===== src/rtl/core/ghls_pkg.sv =====
// Shared types, constants and defaults for the grid histogram lane search.
// Used by every module of the block; depends on nothing.
package ghls_pkg;

    localparam int IMAGE_WIDTH_DEF  = 640;
    localparam int IMAGE_HEIGHT_DEF = 480;
    localparam int GRID_COLS_DEF    = 32;
    localparam int GRID_ROWS_DEF    = 16;

    localparam int MAX_RESULTS = 8;
    localparam int SPLIT_COUNT = 6;
    localparam int MIN_CENTERS = 3;
    localparam int HW_W        = 5;
    localparam int HW_RESET    = 5;
    localparam int X_W         = 10;
    localparam int Y_W         = 9;
    localparam int CNT_W       = 16;
    localparam int ROW_IW      = 6;
    localparam int RCP_SH      = 23;

    localparam logic CMD_ADD    = 1'b0;
    localparam logic CMD_FINISH = 1'b1;

    typedef enum logic [3:0] {
        S_INIT,
        S_IDLE,
        S_ADD_MUL,
        S_ADD_RD,
        S_ADD_WR,
        S_ROW,
        S_SCAN,
        S_ROW_END,
        S_CLEAR
    } t_srch_state;

    typedef enum logic [1:0] {
        P_IDLE,
        P_RD,
        P_DATA,
        P_OUT
    } t_path_state;

    typedef struct packed {
        logic              we;
        logic [ROW_IW-1:0] addr;
        logic [X_W-1:0]    x;
    } t_ctr_wr;

    typedef struct packed {
        logic              valid;
        logic [ROW_IW-1:0] count;
        logic [ROW_IW-1:0] first_row;
    } t_run_done;

endpackage


===== src/rtl/core/ghls_path.sv =====
// Row center memory and the sequencer that emits the thinned control set.
// Depends on ghls_pkg.
module ghls_path #(
    parameter int IMAGE_HEIGHT = ghls_pkg::IMAGE_HEIGHT_DEF,
    parameter int GRID_ROWS    = ghls_pkg::GRID_ROWS_DEF
) (
    input  logic                        i_clk,
    input  logic                        i_rst_n,
    input  ghls_pkg::t_ctr_wr           i_ctr_wr,
    input  ghls_pkg::t_run_done         i_done,
    input  logic                        i_ready,
    output logic                        o_idle,
    output logic                        o_valid,
    output logic [ghls_pkg::X_W-1:0]    o_path_x,
    output logic [ghls_pkg::Y_W-1:0]    o_path_y,
    output logic                        o_found,
    output logic                        o_last
);

    localparam int CELL_H = (IMAGE_HEIGHT / GRID_ROWS) > 0 ? (IMAGE_HEIGHT / GRID_ROWS) : 1;
    localparam int CD     = (GRID_ROWS > 16) ? GRID_ROWS : 16;
    localparam int CIW    = $clog2(CD);
    localparam int PW     = $clog2(ghls_pkg::MAX_RESULTS);
    localparam int IW     = ghls_pkg::ROW_IW;

    ghls_pkg::t_path_state r_state, n_state;

    logic [ghls_pkg::X_W-1:0] r_mem [CD];
    logic [ghls_pkg::X_W-1:0] r_rq;

    logic [IW-1:0]            r_n, n_n;
    logic [IW-1:0]            r_fr, n_fr;
    logic [IW-1:0]            r_j, n_j;
    logic [IW-1:0]            r_pj, n_pj;
    logic [PW-1:0]            r_pos, n_pos;
    logic [PW-1:0]            r_ppos, n_ppos;
    logic                     r_hp, n_hp;
    logic                     r_fin, n_fin;
    logic [ghls_pkg::X_W-1:0] r_px, n_px;
    logic [ghls_pkg::X_W-1:0] r_ox, n_ox;
    logic [ghls_pkg::Y_W-1:0] r_oy, n_oy;
    logic                     r_of, n_of;
    logic                     r_ol, n_ol;

    logic                     w_cur_last;
    logic                     w_emit_prev;

    function automatic logic [IW-1:0] f_next(input logic [IW-1:0] cur, input logic [IW-1:0] n);
        logic [IW-1:0] last_i;
        last_i = n - IW'(1);
        if (cur == '0) begin
            return (n < IW'(ghls_pkg::SPLIT_COUNT)) ? IW'(1) : IW'(2);
        end else if (n < IW'(ghls_pkg::SPLIT_COUNT)) begin
            return last_i;
        end else if ((cur + IW'(1)) < (n >> 1)) begin
            return cur + IW'(1);
        end else begin
            return last_i;
        end
    endfunction

    function automatic logic [ghls_pkg::Y_W-1:0] f_y(input logic [IW-1:0] fr,
                                                    input logic [IW-1:0] j);
        return ghls_pkg::Y_W'((int'(fr) - int'(j)) * CELL_H + CELL_H / 2);
    endfunction

    always_ff @(posedge i_clk) begin
        if (i_ctr_wr.we) begin
            r_mem[i_ctr_wr.addr[CIW-1:0]] <= i_ctr_wr.x;
        end
        r_rq <= r_mem[r_j[CIW-1:0]];
    end

    always_ff @(posedge i_clk) begin
        if (!i_rst_n) begin
            r_state <= ghls_pkg::P_IDLE;
        end else begin
            r_state <= n_state;
        end
        r_n    <= n_n;
        r_fr   <= n_fr;
        r_j    <= n_j;
        r_pj   <= n_pj;
        r_pos  <= n_pos;
        r_ppos <= n_ppos;
        r_hp   <= n_hp;
        r_fin  <= n_fin;
        r_px   <= n_px;
        r_ox   <= n_ox;
        r_oy   <= n_oy;
        r_of   <= n_of;
        r_ol   <= n_ol;
    end

    assign w_cur_last  = (r_j == r_n - IW'(1));
    assign w_emit_prev = r_hp && (r_ppos < PW'(ghls_pkg::MAX_RESULTS - 1));

    always_comb begin
        n_state = r_state;
        n_n     = r_n;
        n_fr    = r_fr;
        n_j     = r_j;
        n_pj    = r_pj;
        n_pos   = r_pos;
        n_ppos  = r_ppos;
        n_hp    = r_hp;
        n_fin   = r_fin;
        n_px    = r_px;
        n_ox    = r_ox;
        n_oy    = r_oy;
        n_of    = r_of;
        n_ol    = r_ol;
        case (r_state)
            ghls_pkg::P_IDLE: begin
                if (i_done.valid) begin
                    n_n  = i_done.count;
                    n_fr = i_done.first_row;
                    if (i_done.count < IW'(ghls_pkg::MIN_CENTERS)) begin
                        n_ox    = '0;
                        n_oy    = '0;
                        n_of    = 1'b0;
                        n_ol    = 1'b1;
                        n_state = ghls_pkg::P_OUT;
                    end else begin
                        n_j     = '0;
                        n_pos   = '0;
                        n_hp    = 1'b0;
                        n_fin   = 1'b0;
                        n_state = ghls_pkg::P_RD;
                    end
                end
            end
            ghls_pkg::P_RD: begin
                n_state = ghls_pkg::P_DATA;
            end
            ghls_pkg::P_DATA: begin
                n_px   = r_rq;
                n_pj   = r_j;
                n_ppos = r_pos;
                n_hp   = 1'b1;
                n_fin  = w_cur_last;
                n_j    = f_next(r_j, r_n);
                if (r_pos != PW'(ghls_pkg::MAX_RESULTS - 1)) begin
                    n_pos = r_pos + PW'(1);
                end
                if (w_emit_prev) begin
                    n_ox    = (r_rq == r_px) ? (r_px + ghls_pkg::X_W'(1)) : r_px;
                    n_oy    = f_y(r_fr, r_pj);
                    n_of    = 1'b1;
                    n_ol    = 1'b0;
                    n_state = ghls_pkg::P_OUT;
                end else if (w_cur_last) begin
                    n_ox    = r_rq;
                    n_oy    = f_y(r_fr, r_j);
                    n_of    = 1'b1;
                    n_ol    = 1'b1;
                    n_state = ghls_pkg::P_OUT;
                end else begin
                    n_state = ghls_pkg::P_RD;
                end
            end
            ghls_pkg::P_OUT: begin
                if (i_ready) begin
                    if (r_ol) begin
                        n_state = ghls_pkg::P_IDLE;
                    end else if (r_fin) begin
                        n_ox = r_px;
                        n_oy = f_y(r_fr, r_pj);
                        n_of = 1'b1;
                        n_ol = 1'b1;
                    end else begin
                        n_state = ghls_pkg::P_RD;
                    end
                end
            end
            default: begin
                n_state = ghls_pkg::P_IDLE;
            end
        endcase
    end

    assign o_idle   = (r_state == ghls_pkg::P_IDLE);
    assign o_valid  = (r_state == ghls_pkg::P_OUT);
    assign o_path_x = r_ox;
    assign o_path_y = r_oy;
    assign o_found  = r_of;
    assign o_last   = r_ol;

endmodule


===== config.mk =====
export PLATFORM = sky130hd
export DESIGN_NAME = ghls_path
export DESIGN_NICKNAME = d
export VERILOG_FILES = /design/src/rtl/core/ghls_pkg.sv /design/src/rtl/core/ghls_path.sv
export SDC_FILE = /design/constraint.sdc
export NUM_CORES = 1
export LEC_CHECK = 0
export BUFFER_PORTS_ARGS = -buffer_cell sky130_fd_sc_hd__clkbuf_2
export CAP_MARGIN = 20
export CORE_UTILIZATION = 30
export DETAILED_ROUTE_END_ITERATION = 6
export GPL_TIMING_DRIVEN = 0
export SETUP_SLACK_MARGIN = 0.3
export SYNTH_ARGS = -nofsm -noshare
export SYNTH_HDL_FRONTEND = slang
export SYNTH_SLANG_ARGS = --single-unit

===== constraint.sdc =====
create_clock -name i_clk -period 6.4 [get_ports i_clk]
set_input_delay 1.92 -clock i_clk [delete_from_list [all_inputs] [get_ports i_clk]]
set_output_delay 1.92 -clock i_clk [all_outputs]
set_load 0.03 [all_outputs]

==> qor.csv, run 1 <==
metric,value,unit
run_status,finished clean,
cts_htree_levels,1,
synthTopCellsByArea,"edfxtp_1, mux4_2, ha_1",
cp-start-kind,flip-flop,
overflow,0,
clkSlewWorstSetupHoldPaths,0.06,ns
relSlewSlack,30.4,%
finalWeightedCongestion,0.802,
powerDensity,430,mW/mm^2
ys_types,62,
critPathCaptureType,flip-flop,
routedWlPerCell,17.0,um
skew,0.0206,ns
worstReg2RegStart,r_j[1],
p_leak,4.72,nW
ff2ff_setup_slack,0.75,ns
synth_top_area_share,59.2,%
antenna_cells,0,
grt_pass1_vias,6065,
synth_edf_count,222,
portBuffers,53,
async_flop_share,0,%
ctsLongestPathBuffers,3,
synthFlopType,edfxtp_1,
grt_max_degree,27,
cts_inserted_buffers,24,
grt_usage,11.8,%
avgSynthCellArea,15.7,sq um
start_util,30.6,%
syn_area,0.0113,sq mm
routed_via_density,4.67,
dr.pass1.iters,7,
yosys_warnings,0,
setup-violations-final,0,
antenna_found_initial,0,
die_y,196,um
path_max_fanout,10,
vdd_drop_max,273,uV
synth_cells,718,
synth.yosys.seq_area_share,61.3,%
cts_hold_buffers,0,
fin_nets,897,
cts_tree,done,
reg2reg_depth,19,
drtIter0Drc,383,
worst_pin_slew,1.04,ns
ant_nets,0,
maxClockFrequency,177,MHz
fp.dieW,196,um
criticalPathCategory,reg2reg,
syn_nets,811,
hold_start,r_pos[1],
power,5.60,mW
ios,56,
yosysTopAreaCell,edfxtp_1,
fin_crit,5.65,ns
critical_path_arrival,5.91,ns
rows,70,
hp-class,reg2reg,
core_area,0.0368,sq mm
layout-drive-gt1-share,22.0,%
cp.required,6.66,ns
clock_latency,0.55,ns
reg2reg_to,o_path_y[8],
hold_violations,0,
setup_tns,0,ns
post-route-period-util,88.3,%
finalMaxSlewViolations,0,
cts_root_buf,clkbuf_16,
num_vias,6028,
drc,0,
grt_pass1_wl,34.9,mm
die_area,0.0383,sq mm
rsz0062_at_grt,false,
hpwl,15.9,mm
cts_sinks,234,
holdPathEnd,r_ppos[1],
wl,21.9,mm
syn_to_final_growth,15.5,%
synth_seq_cells,234,
cap_violations,0,
worst_hold_path.num_cells,0,
## worst max-delay path: stages (launching register included)
cell and delay [ns]:
edfxtp_1 0.37, buf_2 0.23, buf_1 0.54, inv_1 0.26
ha_1 0.34, a21oi_1 0.06, o21bai_1 0.24, xor2_1 0.39
ha_1 0.30, inv_1 0.07, fa_1 0.45, fa_1 0.54
inv_1 0.04, ha_1 0.30, a21oi_1 0.15, xor2_1 0.13
nor3_1 0.33, xnor3_1 0.29, xor2_1 0.23, o22ai_1 0.11
## through the flow
| stage | instance area [sq um] | instances | hold WS, ns | worst slack (ns) | utilization, % |
|---|---|---|---|---|---|
| final | 13000 | 1290 | 0.462 | 0.747 | 35.4 |
| after global routing | 13000 | 1290 | 0.494 | 0.332 | 35.4 |
| after CTS | 13000 | 1289 | 0.466 | 0.640 | 35.4 |
| after detailed placement | 12200 | 1245 | 0.452 | 0.677 | 33.2 |
| after global placement | 12100 | 1239 | 0.431 | 0.665 | 32.9 |
| after floorplan | 11300 | 718 | 0.421 | 1.63 | - |
## cells by family after synthesis
group           count (synthesis)  share of synthesized area [%]
xor+xnor                       62                           5.51
mux                            55                           10.4
compound gates                 90                           5.61
simple gates                  119                           5.59
fa+ha+maj                      60                           7.86
flops                         234                           61.3
buf+inv                        98                           3.71
## report_power, final
| part | switching [mW] | total, mW | leakage (nW) | internal, mW |
|---|---|---|---|---|
| sequential | 0.0514 | 1.84 | 2.14 | 1.79 |
| clock | 0.591 | 1.42 | 0.389 | 0.828 |
| combinational | 1.25 | 2.34 | 2.19 | 1.10 |
## worst max-delay path by stage
stage,from,to,slack [ns],depth (start not counted)
after CTS,r_j[2],o_path_y[8],0.64,18
after global routing,r_j[1],o_path_y[8],0.33,19
after detailed placement,r_j[2],o_path_y[8],0.68,18
after global placement,r_j[2],o_path_y[8],0.66,18
after floorplan,r_j[2],o_path_y[8],1.63,18
final,r_j[1],o_path_y[8],0.75,19
## area by class of cell
class	instances	area (sq um)
Multi-Input combinational cell	386	3960
Sequential cell	234	6910
Fill cell	3509	23800
Buffer	24	141
Clock inverter	16	183
Inverter	74	278
Clock buffer	28	626
Tap cell	468	586
Timing Repair Buffer	60	334
## repair_timing
item	in CTS	in global routing
setup buffers	0	0
setup endpoints to repair	0	1
gates resized for setup	0	2
## synth_stat cells, drive strengths merged (7+ instances only)
master	n
o21bai	7
and2	8
fa	18
ha	42
nor3	13
inv	74
nand2	14
a21oi	24
xnor2	41
mux4	50
o21ai	12
o22ai	10
o21a	7
nor2	41
nand3	13
edfxtp	222
clkbuf	9
dfxtp	12
buf	15
xor2	17
## registers in the layout, indices dropped and copies added, names as in the netlist
name,cells
r_fr,6
r_ppos,3
r_pj,6
r_hp,1
r_state,2
o_path_y,9
r_n,6
o_last,1
r_pos,3
r_fin,1
r_mem,160
r_rq,10
r_px,10
o_path_x,10
r_j,6
## cells in the final DEF (no fill, tap or decap), types with 14 or more instances in the layout
cell type    n
nor2_1      41
fa_1        18
mux4_2      50
xnor2_1     38
edfxtp_1   222
xor2_1      17
a21oi_1     22
inv_1       74
nand2_1     14
ha_1        42
clkbuf_16   24
clkbuf_2    55
## per-layer routing
metal	vias up	GRT usage [%]	wire, um
li1	2877	-	-
met1	2992	16.8	10600
met2	125	18.2	9720
met3	34	2.29	1070
met4	0	3.41	515
met5	-	0	0
No activity file was read; power rests on OpenSTA's default activity.
==> run 2: changes to the inputs <==
- RECOVER_POWER: default -> 50
==> run 2 against run 1 <==
Sequential cell count is the same. Largest cell class unchanged. Fmax shrank 0.18%. Wire length grew 0.33%. Setup slack lost 0.010 ns. Largest power group unchanged. Worst hold slack is essentially flat. Final cell count is the same. Via count grew 0.12%.
==> qor.csv, run 2 (synthesis results as in run 1) <==
metric,value,unit
finalMaxSlewViolations,0,
setup-violations-final,0,
cts_hold_buffers,0,
maxClockFrequency,177,MHz
vdd_drop_max,273,uV
whs,0.462,ns
final_common_cell,edfxtp_1,
cts_root_buf,clkbuf_16,
criticalPathCategory,reg2reg,
most-common-layout-cells,"edfxtp_1, inv_1, mux4_2",
cts_setup_buffers,0,
wl,22.0,mm
busiest_layer,met2,
path_max_fanout,10,
rows,70,
power,5.59,mW
die_y,196,um
drc,0,
overflow,0,
internal_power,3.71,mW
critical_path_arrival,5.92,ns
grt_usage,11.8,%
relSlewSlack,32.8,%
p_sw_share,33.7,%
cts_sinks,234,
ios,56,
crit_chain,"buf_2, buf_1, inv_1, ha_1, a21oi_1, o21bai_1, xor2_1, ha_1, inv_1, fa_1, fa_1, inv_1, ha_1, a21oi_1, xor2_1, nor3_1, xnor3_1, xor2_1, o22ai_1",
cap_violations,0,
cts_htree_levels,1,
p_clk_share,25.4,%
powerDensity,432,mW/mm^2
hpwl,15.9,mm
cp_num_buf_inv,5,
grt_pass1_vias,6065,
critPathTopFamily,adder cells,
largest_reg_flops,160,
ctsLongestPathBuffers,3,
die_area,0.0383,sq mm
switchingPower,1.88,mW
drtIter0Drc,384,
fp.dieW,196,um
p_leak,4.63,nW
clkSlewWorstSetupHoldPaths,0.06,ns
portBuffers,53,
cts_tree,done,
ant_nets,0,
critPathCaptureType,flip-flop,
reg2reg_depth,19,
antenna_found_initial,0,
worst_pin_slew,1.00,ns
rsz0062_at_grt,false,
cpPeakStageDelay,0.54,ns
use_met2,18.2,%
routedWlPerCell,17.0,um
start_util,30.6,%
fin_nets,897,
syn_to_final_growth,14.9,%
setup_tns,0,ns
num_vias,6035,
antenna_cells,0,
finalWeightedCongestion,0.802,
final-seq-area,0.00691,sq mm
grt_max_degree,27,
hp-class,reg2reg,
nFillCells,3520,
hold_violations,0,
cts_inserted_buffers,24,
layout-drive-gt1-share,19.3,%
grt_pass1_wl,34.9,mm
post-route-period-util,88.5,%
worst_hold_path.num_cells,0,
skew,0.0197,ns
grtUsageMet1,16.8,%
fin_crit,5.66,ns
worst-path-stages,19,
clock_latency,0.55,ns
p_comb_share,41.7,%
cp.required,6.65,ns
power_frac_seq,32.9,%
routed_via_density,4.68,
cp-start-kind,flip-flop,
multi_input_area,0.00393,sq mm
use_met3,2.29,%
core_area,0.0368,sq mm
critPathSlowestCell,buf_1,
run_status,finished clean,
dr.pass1.iters,4,
run 2: cell count changes in the layout (fill, tap and decap cells not counted), moves of 4 or more:
cell / previous run / this run
clkbuf_1: 11 / 29
clkbuf_2: 55 / 40
and2_0: 0 / 4
and2_1: 8 / 4
run 2: cell type report:
class                   count  share of cell area, %
inverters                  74                   2.15
clock buffers              28                   4.83
plain buffers              24                  0.995
clock inverters            16                   1.41
well taps                 468                   4.52
repair buffers             60                   2.44
multi-input cells         386                   30.3
flip-flops and latches    234                   53.3
run 2: worst paths after layout:
check	start	slack, ns	end
setup / recovery	r_j[1]	0.74	o_path_y[8]
hold / removal	r_pos[1]	0.46	r_ppos[1]
setup reg to reg	r_j[1]	0.74	o_path_y[8]
hold reg to reg	r_pos[1]	0.46	r_ppos[1]
run 2: through the flow:
stage | utilization [%] | worst slack (ns) | instances | cell area, sq um
global route | 35.2 | 0.332 | 1290 | 12900
finish | 35.2 | 0.737 | 1290 | 12900
global placement | 32.9 | 0.665 | 1239 | 12100
CTS | 35.4 | 0.640 | 1289 | 13000
floorplan | - | 1.63 | 718 | 11300
detailed placement | 33.2 | 0.677 | 1245 | 12200
run 2: repair_timing:
item / CTS / global route
gates resized for setup: 0 / 2
endpoints found under the setup margin: 0 / 1
hold endpoints to repair: 0 / 0
run 2: layer usage:
layer,part of all wire [%],up-vias
li1,-,2871
met1,49,3002
met2,44,128
met3,4.5,34
met4,2.3,0
met5,0,-
run 2: power groups by stage:
stage / registers (mW) / logic, mW / clock network, mW
after floorplan: 1.88 / 1.84 / 0
after CTS: 1.84 / 2.37 / 1.45
after detailed placement: 1.87 / 2.35 / 0
after global routing: 1.85 / 2.61 / 1.52
final: 1.84 / 2.33 / 1.42
after global placement: 1.87 / 2.33 / 0
